**src/sv/dqsr_pkg.sv**
```systemverilog
// Shared constants, codes and types of the duplicate-free search-and-remove queue.
`timescale 1ns / 1ps

package dqsr_pkg;

	// Field widths fixed by the item formats.
	localparam int unsigned DATA_W = 32;
	localparam int unsigned OP_W   = 2;
	localparam int unsigned STAT_W = 3;
	localparam int unsigned POS_W  = 5;

	// Default number of live entries the queue can hold.
	localparam int unsigned QUEUE_DEPTH_DEF = 16;

	// Operation codes.
	localparam logic [OP_W-1:0] OP_ENQ    = 2'd0;
	localparam logic [OP_W-1:0] OP_REMOVE = 2'd1;
	localparam logic [OP_W-1:0] OP_LOCATE = 2'd2;
	localparam logic [OP_W-1:0] OP_COUNT  = 2'd3;

	// Status codes.
	localparam logic [STAT_W-1:0] ST_OK       = 3'd0;
	localparam logic [STAT_W-1:0] ST_FULL     = 3'd1;
	localparam logic [STAT_W-1:0] ST_DUP      = 3'd2;
	localparam logic [STAT_W-1:0] ST_EMPTY    = 3'd3;
	localparam logic [STAT_W-1:0] ST_NOTFOUND = 3'd4;

	// Control that every cell of the chain receives each cycle.
	typedef struct packed {
		logic shift;
		logic load;
	} dqsr_cell_ctl_t;

endpackage

```
**src/sv/dqsr_req_if.sv**
```systemverilog
// Request channel: operation and operand, with valid/ready handshake.
`timescale 1ns / 1ps

interface dqsr_req_if;
	logic                                valid;
	logic                                ready;
	logic [dqsr_pkg::OP_W-1:0]           op;
	logic signed [dqsr_pkg::DATA_W-1:0]  value;

	modport source (output valid, output op, output value, input ready);
	modport sink   (input valid, input op, input value, output ready);
endinterface

```
**src/sv/dqsr_rsp_if.sv**
```systemverilog
// Response channel: status, match position and occupancy, with valid/ready handshake.
`timescale 1ns / 1ps

interface dqsr_rsp_if;
	logic                          valid;
	logic                          ready;
	logic [dqsr_pkg::STAT_W-1:0]   status;
	logic [dqsr_pkg::POS_W-1:0]    position;
	logic [dqsr_pkg::POS_W-1:0]    occupancy;

	modport source (output valid, output status, output position, output occupancy,
		input ready);
	modport sink   (input valid, input status, input position, input occupancy,
		output ready);
endinterface

```
**src/sv/dedup_queue_search_remove_unit.sv**
```systemverilog
// Top level of the duplicate-free queue built as a chain of compare-and-shift cells.
//
//   channel | dir | handshake     | payload
//   req     | in  | valid / ready | op, value
//   rsp     | out | valid / ready | status, position, occupancy
//
// One item is worked at a time. Enqueue, locate, count and every refused operation
// are answered from the search state; a remove first shifts out the matching entry
// and all ahead of it, as the cell chain moves every entry one place per cycle.
// req.ready is high whenever no item is in work, also while a response waits.
// Reset clears the occupancy, the controller and the response valid; stored
// entries are not cleared and are never read until written.
`timescale 1ns / 1ps

module dedup_queue_search_remove_unit #(
	parameter int unsigned QUEUE_DEPTH = dqsr_pkg::QUEUE_DEPTH_DEF
) (
	input  logic        clk,
	input  logic        arst_n,
	dqsr_req_if.sink    req,
	dqsr_rsp_if.source  rsp
);
	import dqsr_pkg::*;

	localparam int unsigned CNT_W = $clog2(QUEUE_DEPTH + 1);
	localparam int unsigned IDX_W = $clog2(QUEUE_DEPTH);

	localparam logic [1:0] S_IDLE   = 2'd0;
	localparam logic [1:0] S_SEARCH = 2'd1;
	localparam logic [1:0] S_SHIFT  = 2'd2;

	logic [1:0]               state_q, state_d;
	logic [CNT_W-1:0]         count_q, count_d;
	logic [CNT_W-1:0]         shift_left_q, shift_left_d;
	logic [CNT_W-1:0]         pos_q;
	logic [OP_W-1:0]          op_q;
	logic signed [DATA_W-1:0] value_q;
	logic                     rsp_valid_q;
	logic [STAT_W-1:0]        status_q;
	logic [POS_W-1:0]         position_q;
	logic [POS_W-1:0]         occupancy_q;

	logic signed [DATA_W-1:0] entry [QUEUE_DEPTH];
	logic [QUEUE_DEPTH-1:0]   hit;
	logic                     any_hit;
	logic [IDX_W-1:0]         first_idx;
	logic                     can_emit;
	logic                     emit;
	logic [STAT_W-1:0]        emit_status;
	logic [CNT_W-1:0]         emit_pos;
	logic                     shift_en;
	logic                     load_en;
	logic                     accept;

	assign accept    = req.valid && req.ready;
	assign req.ready = (state_q == S_IDLE);
	assign can_emit  = !rsp_valid_q || rsp.ready;

	// Chain of cells; cell 0 is the head, each shift pulls from the next cell.
	for (genvar i = 0; i < QUEUE_DEPTH; i++) begin : g_cell
		dqsr_cell_ctl_t                ctl;
		logic signed [DATA_W-1:0]      nxt;

		assign ctl.shift = shift_en;
		assign ctl.load  = load_en && (count_q == CNT_W'(i));

		if (i < QUEUE_DEPTH - 1) begin : g_mid
			assign nxt = entry[i+1];
		end else begin : g_last
			assign nxt = entry[i];
		end

		dqsr_cell u_cell (
			.clk        (clk),
			.ctl        (ctl),
			.live       (CNT_W'(i) < count_q),
			.value      (value_q),
			.next_entry (nxt),
			.entry      (entry[i]),
			.hit        (hit[i])
		);
	end

	// First matching cell from the head.
	always_comb begin
		first_idx = '0;
		any_hit   = 1'b0;
		for (int i = QUEUE_DEPTH - 1; i >= 0; i--) begin
			if (hit[i]) begin
				first_idx = IDX_W'(i);
				any_hit   = 1'b1;
			end
		end
	end

	// Controller: decide the outcome, drive the chain and form the response.
	always_comb begin
		state_d      = state_q;
		count_d      = count_q;
		shift_left_d = shift_left_q;
		emit         = 1'b0;
		emit_status  = ST_OK;
		emit_pos     = '0;
		shift_en     = 1'b0;
		load_en      = 1'b0;
		case (state_q)
			S_IDLE: begin
				if (accept) begin
					state_d = S_SEARCH;
				end
			end
			S_SEARCH: begin
				case (op_q)
					OP_ENQ: begin
						emit = can_emit;
						if (count_q == CNT_W'(QUEUE_DEPTH)) begin
							emit_status = ST_FULL;
						end else if (any_hit) begin
							emit_status = ST_DUP;
						end else begin
							load_en = can_emit;
							if (can_emit) begin
								count_d = count_q + CNT_W'(1);
							end
						end
					end
					OP_REMOVE: begin
						if (count_q == '0) begin
							emit        = can_emit;
							emit_status = ST_EMPTY;
						end else if (!any_hit) begin
							emit        = can_emit;
							emit_status = ST_NOTFOUND;
						end else begin
							state_d      = S_SHIFT;
							shift_left_d = CNT_W'(first_idx) + CNT_W'(1);
						end
					end
					OP_LOCATE: begin
						emit = can_emit;
						if (count_q == '0) begin
							emit_status = ST_EMPTY;
						end else if (!any_hit) begin
							emit_status = ST_NOTFOUND;
						end else begin
							emit_pos = CNT_W'(first_idx) + CNT_W'(1);
						end
					end
					default: begin
						emit = can_emit;
					end
				endcase
				if (emit) begin
					state_d = S_IDLE;
				end
			end
			S_SHIFT: begin
				if (shift_left_q != '0) begin
					shift_en     = 1'b1;
					count_d      = count_q - CNT_W'(1);
					shift_left_d = shift_left_q - CNT_W'(1);
				end else if (can_emit) begin
					emit     = 1'b1;
					emit_pos = pos_q;
					state_d  = S_IDLE;
				end
			end
			default: begin
				state_d = S_IDLE;
			end
		endcase
	end

	// Control registers.
	always_ff @(posedge clk or negedge arst_n) begin
		if (!arst_n) begin
			state_q     <= S_IDLE;
			count_q     <= '0;
			rsp_valid_q <= 1'b0;
		end else begin
			state_q <= state_d;
			count_q <= count_d;
			if (emit) begin
				rsp_valid_q <= 1'b1;
			end else if (rsp.ready) begin
				rsp_valid_q <= 1'b0;
			end
		end
	end

	// Operand and response payload registers.
	always_ff @(posedge clk) begin
		shift_left_q <= shift_left_d;
		if (accept) begin
			op_q    <= req.op;
			value_q <= req.value;
		end
		if (state_q == S_SEARCH) begin
			pos_q <= shift_left_d;
		end
		if (emit) begin
			status_q    <= emit_status;
			position_q  <= POS_W'(emit_pos);
			occupancy_q <= POS_W'(count_d);
		end
	end

	assign rsp.valid     = rsp_valid_q;
	assign rsp.status    = status_q;
	assign rsp.position  = position_q;
	assign rsp.occupancy = occupancy_q;

endmodule

```
**src/sv/dqsr_cell.sv**
```systemverilog
// One queue cell: holds an entry, compares it to the operand and shifts toward the head.
`timescale 1ns / 1ps

module dqsr_cell (
	input  logic                                clk,
	input  dqsr_pkg::dqsr_cell_ctl_t            ctl,
	input  logic                                live,
	input  logic signed [dqsr_pkg::DATA_W-1:0]  value,
	input  logic signed [dqsr_pkg::DATA_W-1:0]  next_entry,
	output logic signed [dqsr_pkg::DATA_W-1:0]  entry,
	output logic                                hit
);
	import dqsr_pkg::*;

	logic signed [DATA_W-1:0] entry_q;

	// A shift takes the neighbor's entry; a load takes the operand at the tail.
	always_ff @(posedge clk) begin
		if (ctl.shift) begin
			entry_q <= next_entry;
		end else if (ctl.load) begin
			entry_q <= value;
		end
	end

	// Only a live entry can match.
	assign hit   = live && (entry_q == value);
	assign entry = entry_q;

endmodule

```
**src/flat_wrapper.sv**
```systemverilog
// flat-port wrapper written by rule: the top's interface ports become plain ports
module dedup_queue_search_remove_unit_flat import dqsr_pkg::*;
#(
	parameter int unsigned QUEUE_DEPTH = dqsr_pkg::QUEUE_DEPTH_DEF
)
  (clk, arst_n, req_valid, req_op, req_value, req_ready, rsp_valid, rsp_status, rsp_position, rsp_occupancy, rsp_ready);
  dqsr_req_if req_i ();
  dqsr_rsp_if rsp_i ();
  input  logic clk;
  input  logic arst_n;
  input wire logic [$bits(req_i.valid)-1:0] req_valid;
  input wire logic [$bits(req_i.op)-1:0] req_op;
  input wire logic [$bits(req_i.value)-1:0] req_value;
  output wire logic [$bits(req_i.ready)-1:0] req_ready;
  output wire logic [$bits(rsp_i.valid)-1:0] rsp_valid;
  output wire logic [$bits(rsp_i.status)-1:0] rsp_status;
  output wire logic [$bits(rsp_i.position)-1:0] rsp_position;
  output wire logic [$bits(rsp_i.occupancy)-1:0] rsp_occupancy;
  input wire logic [$bits(rsp_i.ready)-1:0] rsp_ready;
  assign req_i.valid = req_valid;
  assign req_i.op = req_op;
  assign req_i.value = req_value;
  assign req_ready = req_i.ready;
  assign rsp_valid = rsp_i.valid;
  assign rsp_status = rsp_i.status;
  assign rsp_position = rsp_i.position;
  assign rsp_occupancy = rsp_i.occupancy;
  assign rsp_i.ready = rsp_ready;
  dedup_queue_search_remove_unit #(.QUEUE_DEPTH(QUEUE_DEPTH)) u_core (.clk(clk), .arst_n(arst_n), .req(req_i), .rsp(rsp_i));
endmodule
```
**config.mk**
```make
export PLATFORM = sky130hd
export DESIGN_NAME = dedup_queue_search_remove_unit_flat
export DESIGN_NICKNAME = d
export VERILOG_FILES = /design/src/sv/dqsr_pkg.sv /design/src/sv/dqsr_req_if.sv /design/src/sv/dqsr_rsp_if.sv /design/src/sv/dedup_queue_search_remove_unit.sv /design/src/sv/dqsr_cell.sv /design/src/flat_wrapper.sv
export SDC_FILE = /design/constraint.sdc
export NUM_CORES = 1
export LEC_CHECK = 0
export BUFFER_PORTS_ARGS = -buffer_cell sky130_fd_sc_hd__clkbuf_2
export CORE_MARGIN = 5
export CORE_UTILIZATION = 50
export CTS_CLUSTER_SIZE = 10
export DETAILED_ROUTE_END_ITERATION = 10
export GPL_TIMING_DRIVEN = 0
export PLACE_DENSITY = 0.66
export SLEW_MARGIN = 20
export SYNTH_ARGS = -nofsm -noshare
export SYNTH_HDL_FRONTEND = slang
export SYNTH_SLANG_ARGS = --single-unit
```
**constraint.sdc**
```tcl
create_clock -name clk -period 9.15 [get_ports clk]
set_clock_uncertainty 0.15 [all_clocks]
set_input_delay 1.3725 -clock clk [delete_from_list [all_inputs] [get_ports clk]]
set_output_delay 1.3725 -clock clk [all_outputs]
set_load 0.005 [all_outputs]
```
### Word level (Yosys, flattened, before mapping)

Index checks and enable logic that the tools add are counted.

* register bits after elaboration: 577
* word-level logic and storage cells: 253

* add/subtract/negate cells: 4
* magnitude comparators: 16
* eq/ne operators: 42
* multiplexer cells: 106
* bitwise logic cells: 1
* reductions and logical operators: 58

Operators by type and width (number)
* 2-to-1 mux 32 bit: 30
* equality test 32 bit: 16
* 2-to-1 mux 5 bit: 14
* 2-to-1 mux 4 bit: 16
* equality test 5 x 4 -> 1 bit, second input constant: 8
* < comparator 4 x 5 -> 1 bit, first input constant: 8
* logical AND 1 bit: 33
* nonzero test 2 bit: 16
* one-hot mux 5 bit (2 select lines): 3
* 2-to-1 mux 1 bit: 29
* equality test 5 x 3 -> 1 bit, second input constant: 4
* < comparator 3 x 5 -> 1 bit, first input constant: 4
* 2-to-1 mux 2 bit: 8
* equality test 5 x 2 -> 1 bit, second input constant: 2
* < comparator 1 x 5 -> 1 bit, first input constant: 2
* < comparator 2 x 5 -> 1 bit, first input constant: 2
* subtractor 5 x 1 -> 5 bit, second input constant: 2
* 2-to-1 mux 3 bit: 3
* one-hot mux 2 bit (3 select lines): 1
* one-hot mux 3 bit (2 select lines): 1
* AND reduction 6 bit: 1
* adder 4 x 1 -> 5 bit, second input constant: 1
* adder 5 x 1 -> 5 bit, second input constant: 1
* equality test 5 x 1 -> 1 bit, second input constant: 1
* other kinds (17): 21

### Depth between registers and ports, before layout

* depth after elaboration: 25
* mapped depth: 16
* mapped depth without buffers: 14

### Cells and area by module

A second synthesis with hierarchy kept.

* cells, all modules: 2111
* area total of the unflattened synthesis: 30595.6 um2

Modules (own cells, without submodules)
* dqsr_cell: instances 16, cells an instance 113, area each 1702.9 um2, seq. area each 960.9 um2
* dedup_queue_search_remove_unit: instances 1, cells an instance 303, area each 3349.5 um2, seq. area each 1861.8 um2

### Worst setup path after synthesis

Ideal clock, no wire load.

* path kind: register -> register
* from: register u_core.count_q[0]
* to: register u_core.g_cell[13].u_cell.entry_q[0] (enable)
* setup time: 0.511 ns
* arrival time: 5.853 ns
* setup slack: 2.637 ns
* cell stages (with the launch flop): 11
* buffers on the path: 1
* clock period less this slack: 6.513 ns
* path through: dfrtp_1 > clkbuf_1 > or3_1 > a21oi_1 > or3_1 > nor3_1 > nor4_1 > nand4_2 > nor4_2 > nand2_1 > o41ai_1

* word-level cells in the longest chain between the ends: 24

Ends and longest elaborated chain
* from (decl): RTL line dedup_queue_search_remove_unit.sv:33 `logic [CNT_W-1:0] count_q, count_d;`
* from (signal assigned): RTL line dedup_queue_search_remove_unit.sv:182 `count_q <= count_d;`
* < comparator 4 x 5 -> 1 bit: RTL line dedup_queue_search_remove_unit.sv:76 `.live (CNT_W'(i) < count_q),`
* logical AND 1 bit: RTL line dqsr_cell.sv:27 `assign hit = live && (entry_q == value);`
* 2-to-1 mux 1 bit (16 in a row): RTL line dedup_queue_search_remove_unit.sv:89 `if (hit[i]) begin`
* 2-to-1 mux 1 bit: RTL line dedup_queue_search_remove_unit.sv:118 `end else if (any_hit) begin`
* 2-to-1 mux 1 bit: RTL line dedup_queue_search_remove_unit.sv:116 `if (count_q == CNT_W'(QUEUE_DEPTH)) begin`
* 2-to-1 mux 1 bit: RTL line dedup_queue_search_remove_unit.sv:113 `case (op_q)`
* 2-to-1 mux 1 bit: RTL line dedup_queue_search_remove_unit.sv:106 `case (state_q)`
* logical AND 1 bit (*): RTL line dedup_queue_search_remove_unit.sv:65 `assign ctl.load = load_en && (count_q == CNT_W'(i));`
* nonzero test 2 bit (no source line) (*)
* to (signal assigned): RTL line dqsr_cell.sv:20 `entry_q <= next_entry;`
* to (signal assigned): RTL line dqsr_cell.sv:22 `entry_q <= value;`
* to (decl): RTL line dqsr_cell.sv:15 `logic signed [DATA_W-1:0] entry_q;`

Every way passes the cells marked *; elsewhere a longest branch is shown, timed or not.
A chain may end at the register's enable or synchronous reset.

### Final worst setup path

* from: register u_core.value_q[17]
* to: register u_core.g_cell[15].u_cell.entry_q[22] (enable)

* word-level cells in the longest chain between the ends: 24

Ends and longest elaborated chain
* from (decl): RTL line dedup_queue_search_remove_unit.sv:37 `logic signed [DATA_W-1:0] value_q;`
* from (signal assigned): RTL line dedup_queue_search_remove_unit.sv:196 `value_q <= req.value;`
* equality test 32 bit: RTL line dqsr_cell.sv:27
* logical AND 1 bit: RTL line dqsr_cell.sv:27
* 2-to-1 mux 1 bit (15 in a row): RTL line dedup_queue_search_remove_unit.sv:89
* 2-to-1 mux 1 bit (*): RTL line dedup_queue_search_remove_unit.sv:89
* 2-to-1 mux 1 bit (*): RTL line dedup_queue_search_remove_unit.sv:118
* 2-to-1 mux 1 bit (*): RTL line dedup_queue_search_remove_unit.sv:116
* 2-to-1 mux 1 bit (*): RTL line dedup_queue_search_remove_unit.sv:113
* 2-to-1 mux 1 bit (*): RTL line dedup_queue_search_remove_unit.sv:106
* logical AND 1 bit (*): RTL line dedup_queue_search_remove_unit.sv:65
* AND reduction 2 bit (no source line) (*)
* to (signal assigned): RTL line dqsr_cell.sv:20
* to (signal assigned): RTL line dqsr_cell.sv:22
* to (decl): RTL line dqsr_cell.sv:15

Marked as above.

==> key figures <==
Synthesis
  • Avg Inst Size Synth: 12.50 um^2
  • Synth Net Count: 2490
  • Post-synth EDFFs: 564
  • Sequential area share after synthesis: 56.54%
  • Mapped Cells: 2438
  • Ys async rst share: 1.386%
  • Mapped Area: 30490 um^2
  • Yosys Warn Count: 0
  • Yosys cell types: 77
  • Post-synth top flop: edfxtp_1
  • Synth Register Bits: 577

Place
  • Number of port buffers: 52
  • Area post-placement: 32260 um^2
  • DP HPWL: 92290 um
  • GPL Wtd Cong: 1.077
  • Placed cell count: 3293

Clocking
  • CTS tree: built
  • Root Driver: clkbuf_16
  • CTS sink count: 577
  • CTS max path bufs: 3
  • CTS resizes: 0
  • Clock transition at path regs: 0.05 ns
  • H-Tree Depth: 3
  • Hold Buf Count CTS: 0
  • Worst-Skew Late Latency: 0.64 ns
  • CTS Buf Count: 70
  • Setup bufs post-CTS: 0

Power and ir drop
  • Leakage: 13.31 nW
  • Worst IR Drop VDD: 0.2182 mV
  • Final Power: 7.729 mW
  • Pwr/cell area: 225.5 nW/um^2

Global routing
  • Pin count of the biggest net entering global routing: 35
  • Vias in the first global route: 22315
  • Total GRT Usage: 38.08%
  • Global route overflow: 0
  • First-pass GRT wire length: 174900 um
  • Initial antenna violation count: 4

Setup path
  • WP depth: 14
  • Crit-path max FO: 11
  • Critical Path Max Stage Delay: 0.96 ns
  • Largest delay share family, worst path: simple AND/OR/NAND/NOR gates
  • Crit path max-delay cell type: nor4_2
  • Worst r2r dst: u_core.g_cell[15].u_cell.entry[22]
  • Setup crit end kind: register
  • Worst EP arrival: 6.47 ns
  • Critical path required time: 9.34 ns
  • FF-to-FF path depth: 14
  • Sum of buffers and inverters on the critical path: 5
  • R2R setup slack: 2.87 ns
  • Crit path top cell by count: buf_4
  • Crit start category: register
  • Worst setup path class: register to register
  • CP Cell Sequence: buf_2 > buf_4 > xor2_1 > nor4_1 > nand3_1 > nor4b_1 > nor4_1 > nand4_2 > nor4_2 > and2_1 > nor3b_2 > buf_4 > buf_4 > buf_4
  • Worst r2r src: u_core.value_q[17]

Min path
  • Hold_sp: u_core.value_q[12]
  • Hold EP: u_core.g_cell[15].u_cell.entry[12]
  • Hold Path Class: register to register
  • Hold path cells: 0

Route
  • First drt pass iteration count: 6
  • WL final: 129300 um
  • DRC viols: 0
  • Vias: 22910
  • DR iter-0 viols: 3370
  • Vias per cell: 6.752
  • WL/cell: 38.10 um
  • Final ANT Viol Nets: 0

STA
  • FMAX: 0.1593 GHz
  • Final Hold Viols: 0
  • Final Cycle Share: 68.62%
  • Worst slew pin tran: 1.289 ns
  • Total Negative Setup Slacks: 0 ns
  • Final setup fails: 0
  • Minimum clock period after layout: 6.279 ns
  • Final slew viol count: 0
  • Unrepaired setup endpoints after global routing: no
  • Slew HR: 14.05%

Cells and area
  • Area used by multi-input combinational logic: 12350 um^2
  • Total of fill cells in the finished design: 5065
  • ANT cells: 0
  • Register area: 17240 um^2
  • Post-Layout Inst Area: 34270 um^2
  • Area grow syn2layout: 12.42%
  • Final Non-Filler Cells: 3393
  • Final-stage net count: 2635
  • Layout cells sized above 1: 10.65%

Floorplan
  • Site Rows: 90
  • DIE AREA: 66010 um^2
  • Initial Util: 50.51%
  • I/O pin count: 53
  • Die height: 256.9 um
  • Core area: 60360 um^2
  • Die W: 256.9 um

Flow run
  • Max-cap violations: 0

Outcome
  • Status: completed
==> placed cells by master, fill, tap and decap left out, types with 23 or more instances in the layout <==
cell type / n
edfxtp_1: 564
a21o_1: 484
xnor2_1: 265
xor2_1: 249
nand4_1: 129
clkbuf_1: 120
nor4_1: 115
clkbuf_2: 73
clkbuf_16: 70
buf_4: 45
nand2_1: 43
nor3_1: 42
nor2_1: 36
and2_1: 36
nand3_1: 33
buf_2: 27
inv_1: 23
==> synthesized netlist by cell type, types with 3 or more instances <==
library cell    n  area [um^2]
edfxtp_1      564        16940
a21o_1        487         3656
xnor2_1       265         2321
xor2_1        249         2181
nand4_1       129        807.0
clkbuf_1      125        469.2
nor4_1        116        725.7
nand2_1        43        161.4
buf_4          42        315.3
nor3_1         42        210.2
and2_1         37        231.5
nor2_1         36        135.1
nand3_1        33        165.2
o21ai_0        29        145.1
inv_1          23        86.33
buf_2          21        105.1
a21oi_1        17        85.08
ha_1           14        175.2
nor4b_1        10        87.58
nand4b_1        9        78.83
dfrtp_1         8        200.2
nand2b_1        8        50.05
nor2b_1         8        50.05
or3_1           8        50.05
or4_1           7        52.55
and3_1          6        37.54
and4_1          6        52.55
buf_6           6        67.56
and4b_1         5        50.05
dfxtp_1         5        100.1
a211oi_1        4        30.03
nor3b_1         4        30.03
buf_1           3        11.26
mux2i_1         3        30.03
o211ai_1        3        22.52
o22ai_1         3        18.77
o2bb2ai_1       3        26.28
o31a_1          3        26.28
or4b_1          3        30.03
==> power breakdown <==
group	leakage (nW)	total (mW)	internal [mW]	switching [mW]
clock network	0.964	2.56	1.42	1.14
logic	7.10	2.00	0.592	1.41
registers	5.25	3.16	3.11	0.0523
==> cell type report <==
class | count | area share (%)
sequential | 577 | 50.29
buffer | 197 | 2.906
multi-input combinational | 1640 | 36.02
timing repair buffer | 73 | 1.822
clock buffer | 87 | 5.326
clock inverter | 13 | 0.5147
tap | 782 | 2.855
inverter | 24 | 0.2629
==> kinds of logic (layout without fill, tap and decap cells) <==
logic type               count (synthesis)  count (layout)  share of synthesized area (%)
AO/OA/AOI/OAI                          580             580                          14.02
flip-flops                             577             577                          56.54
AND/OR/NAND/NOR                        529             529                          10.53
XOR/XNOR                               514             514                          14.77
buffers and inverters                  221             394                          3.472
adder cells (fa/ha/maj)                 14              14                         0.5746
multiplexers                             3               3                        0.09850
==> per-stage QoR <==
step,util [%],hold slack [ns],setup WS [ns]
global placement,52.56,0.2734,-0.8009
floorplan,-,0.2706,2.637
global route,56.78,0.2849,2.824
CTS,56.77,0.2807,3.057
finish,56.78,0.2789,2.871
detailed placement,53.45,0.2794,3.056
==> worst max-delay path by stage <==
stage / end / slack (ns) / from
3_3_place_gp: u_core.g_cell[13].u_cell.entry[7] / -0.80 / u_core.value_q[24]
2_1_floorplan: u_core.g_cell[13].u_cell.entry[0] / 2.64 / u_core.count_q[0]
4_1_cts: u_core.g_cell[15].u_cell.entry[16] / 3.06 / u_core.value_q[29]
5_1_grt: u_core.g_cell[15].u_cell.entry[7] / 2.82 / u_core.value_q[17]
3_5_place_dp: u_core.g_cell[15].u_cell.entry[13] / 3.06 / u_core.value_q[29]
6_report: u_core.g_cell[15].u_cell.entry[22] / 2.87 / u_core.value_q[17]
==> flip-flops by register name (all words and copies together), names as in the netlist, 3 cells and up <==
name,count
u_core.rsp.position,5
u_core.count_q,5
u_core.pos_q,5
u_core.g_cell.u_cell.entry,512
u_core.rsp.occupancy,5
u_core.value_q,32
u_core.rsp.status,3
u_core.shift_left_q,5
==> layer usage <==
layer,global-route usage (%),part of all wire (%)
met5,0,0.019
met4,22.46,7.7
met3,12.96,12
met2,57.83,44
met1,47.57,36
(Power assumes the default switching activity.)
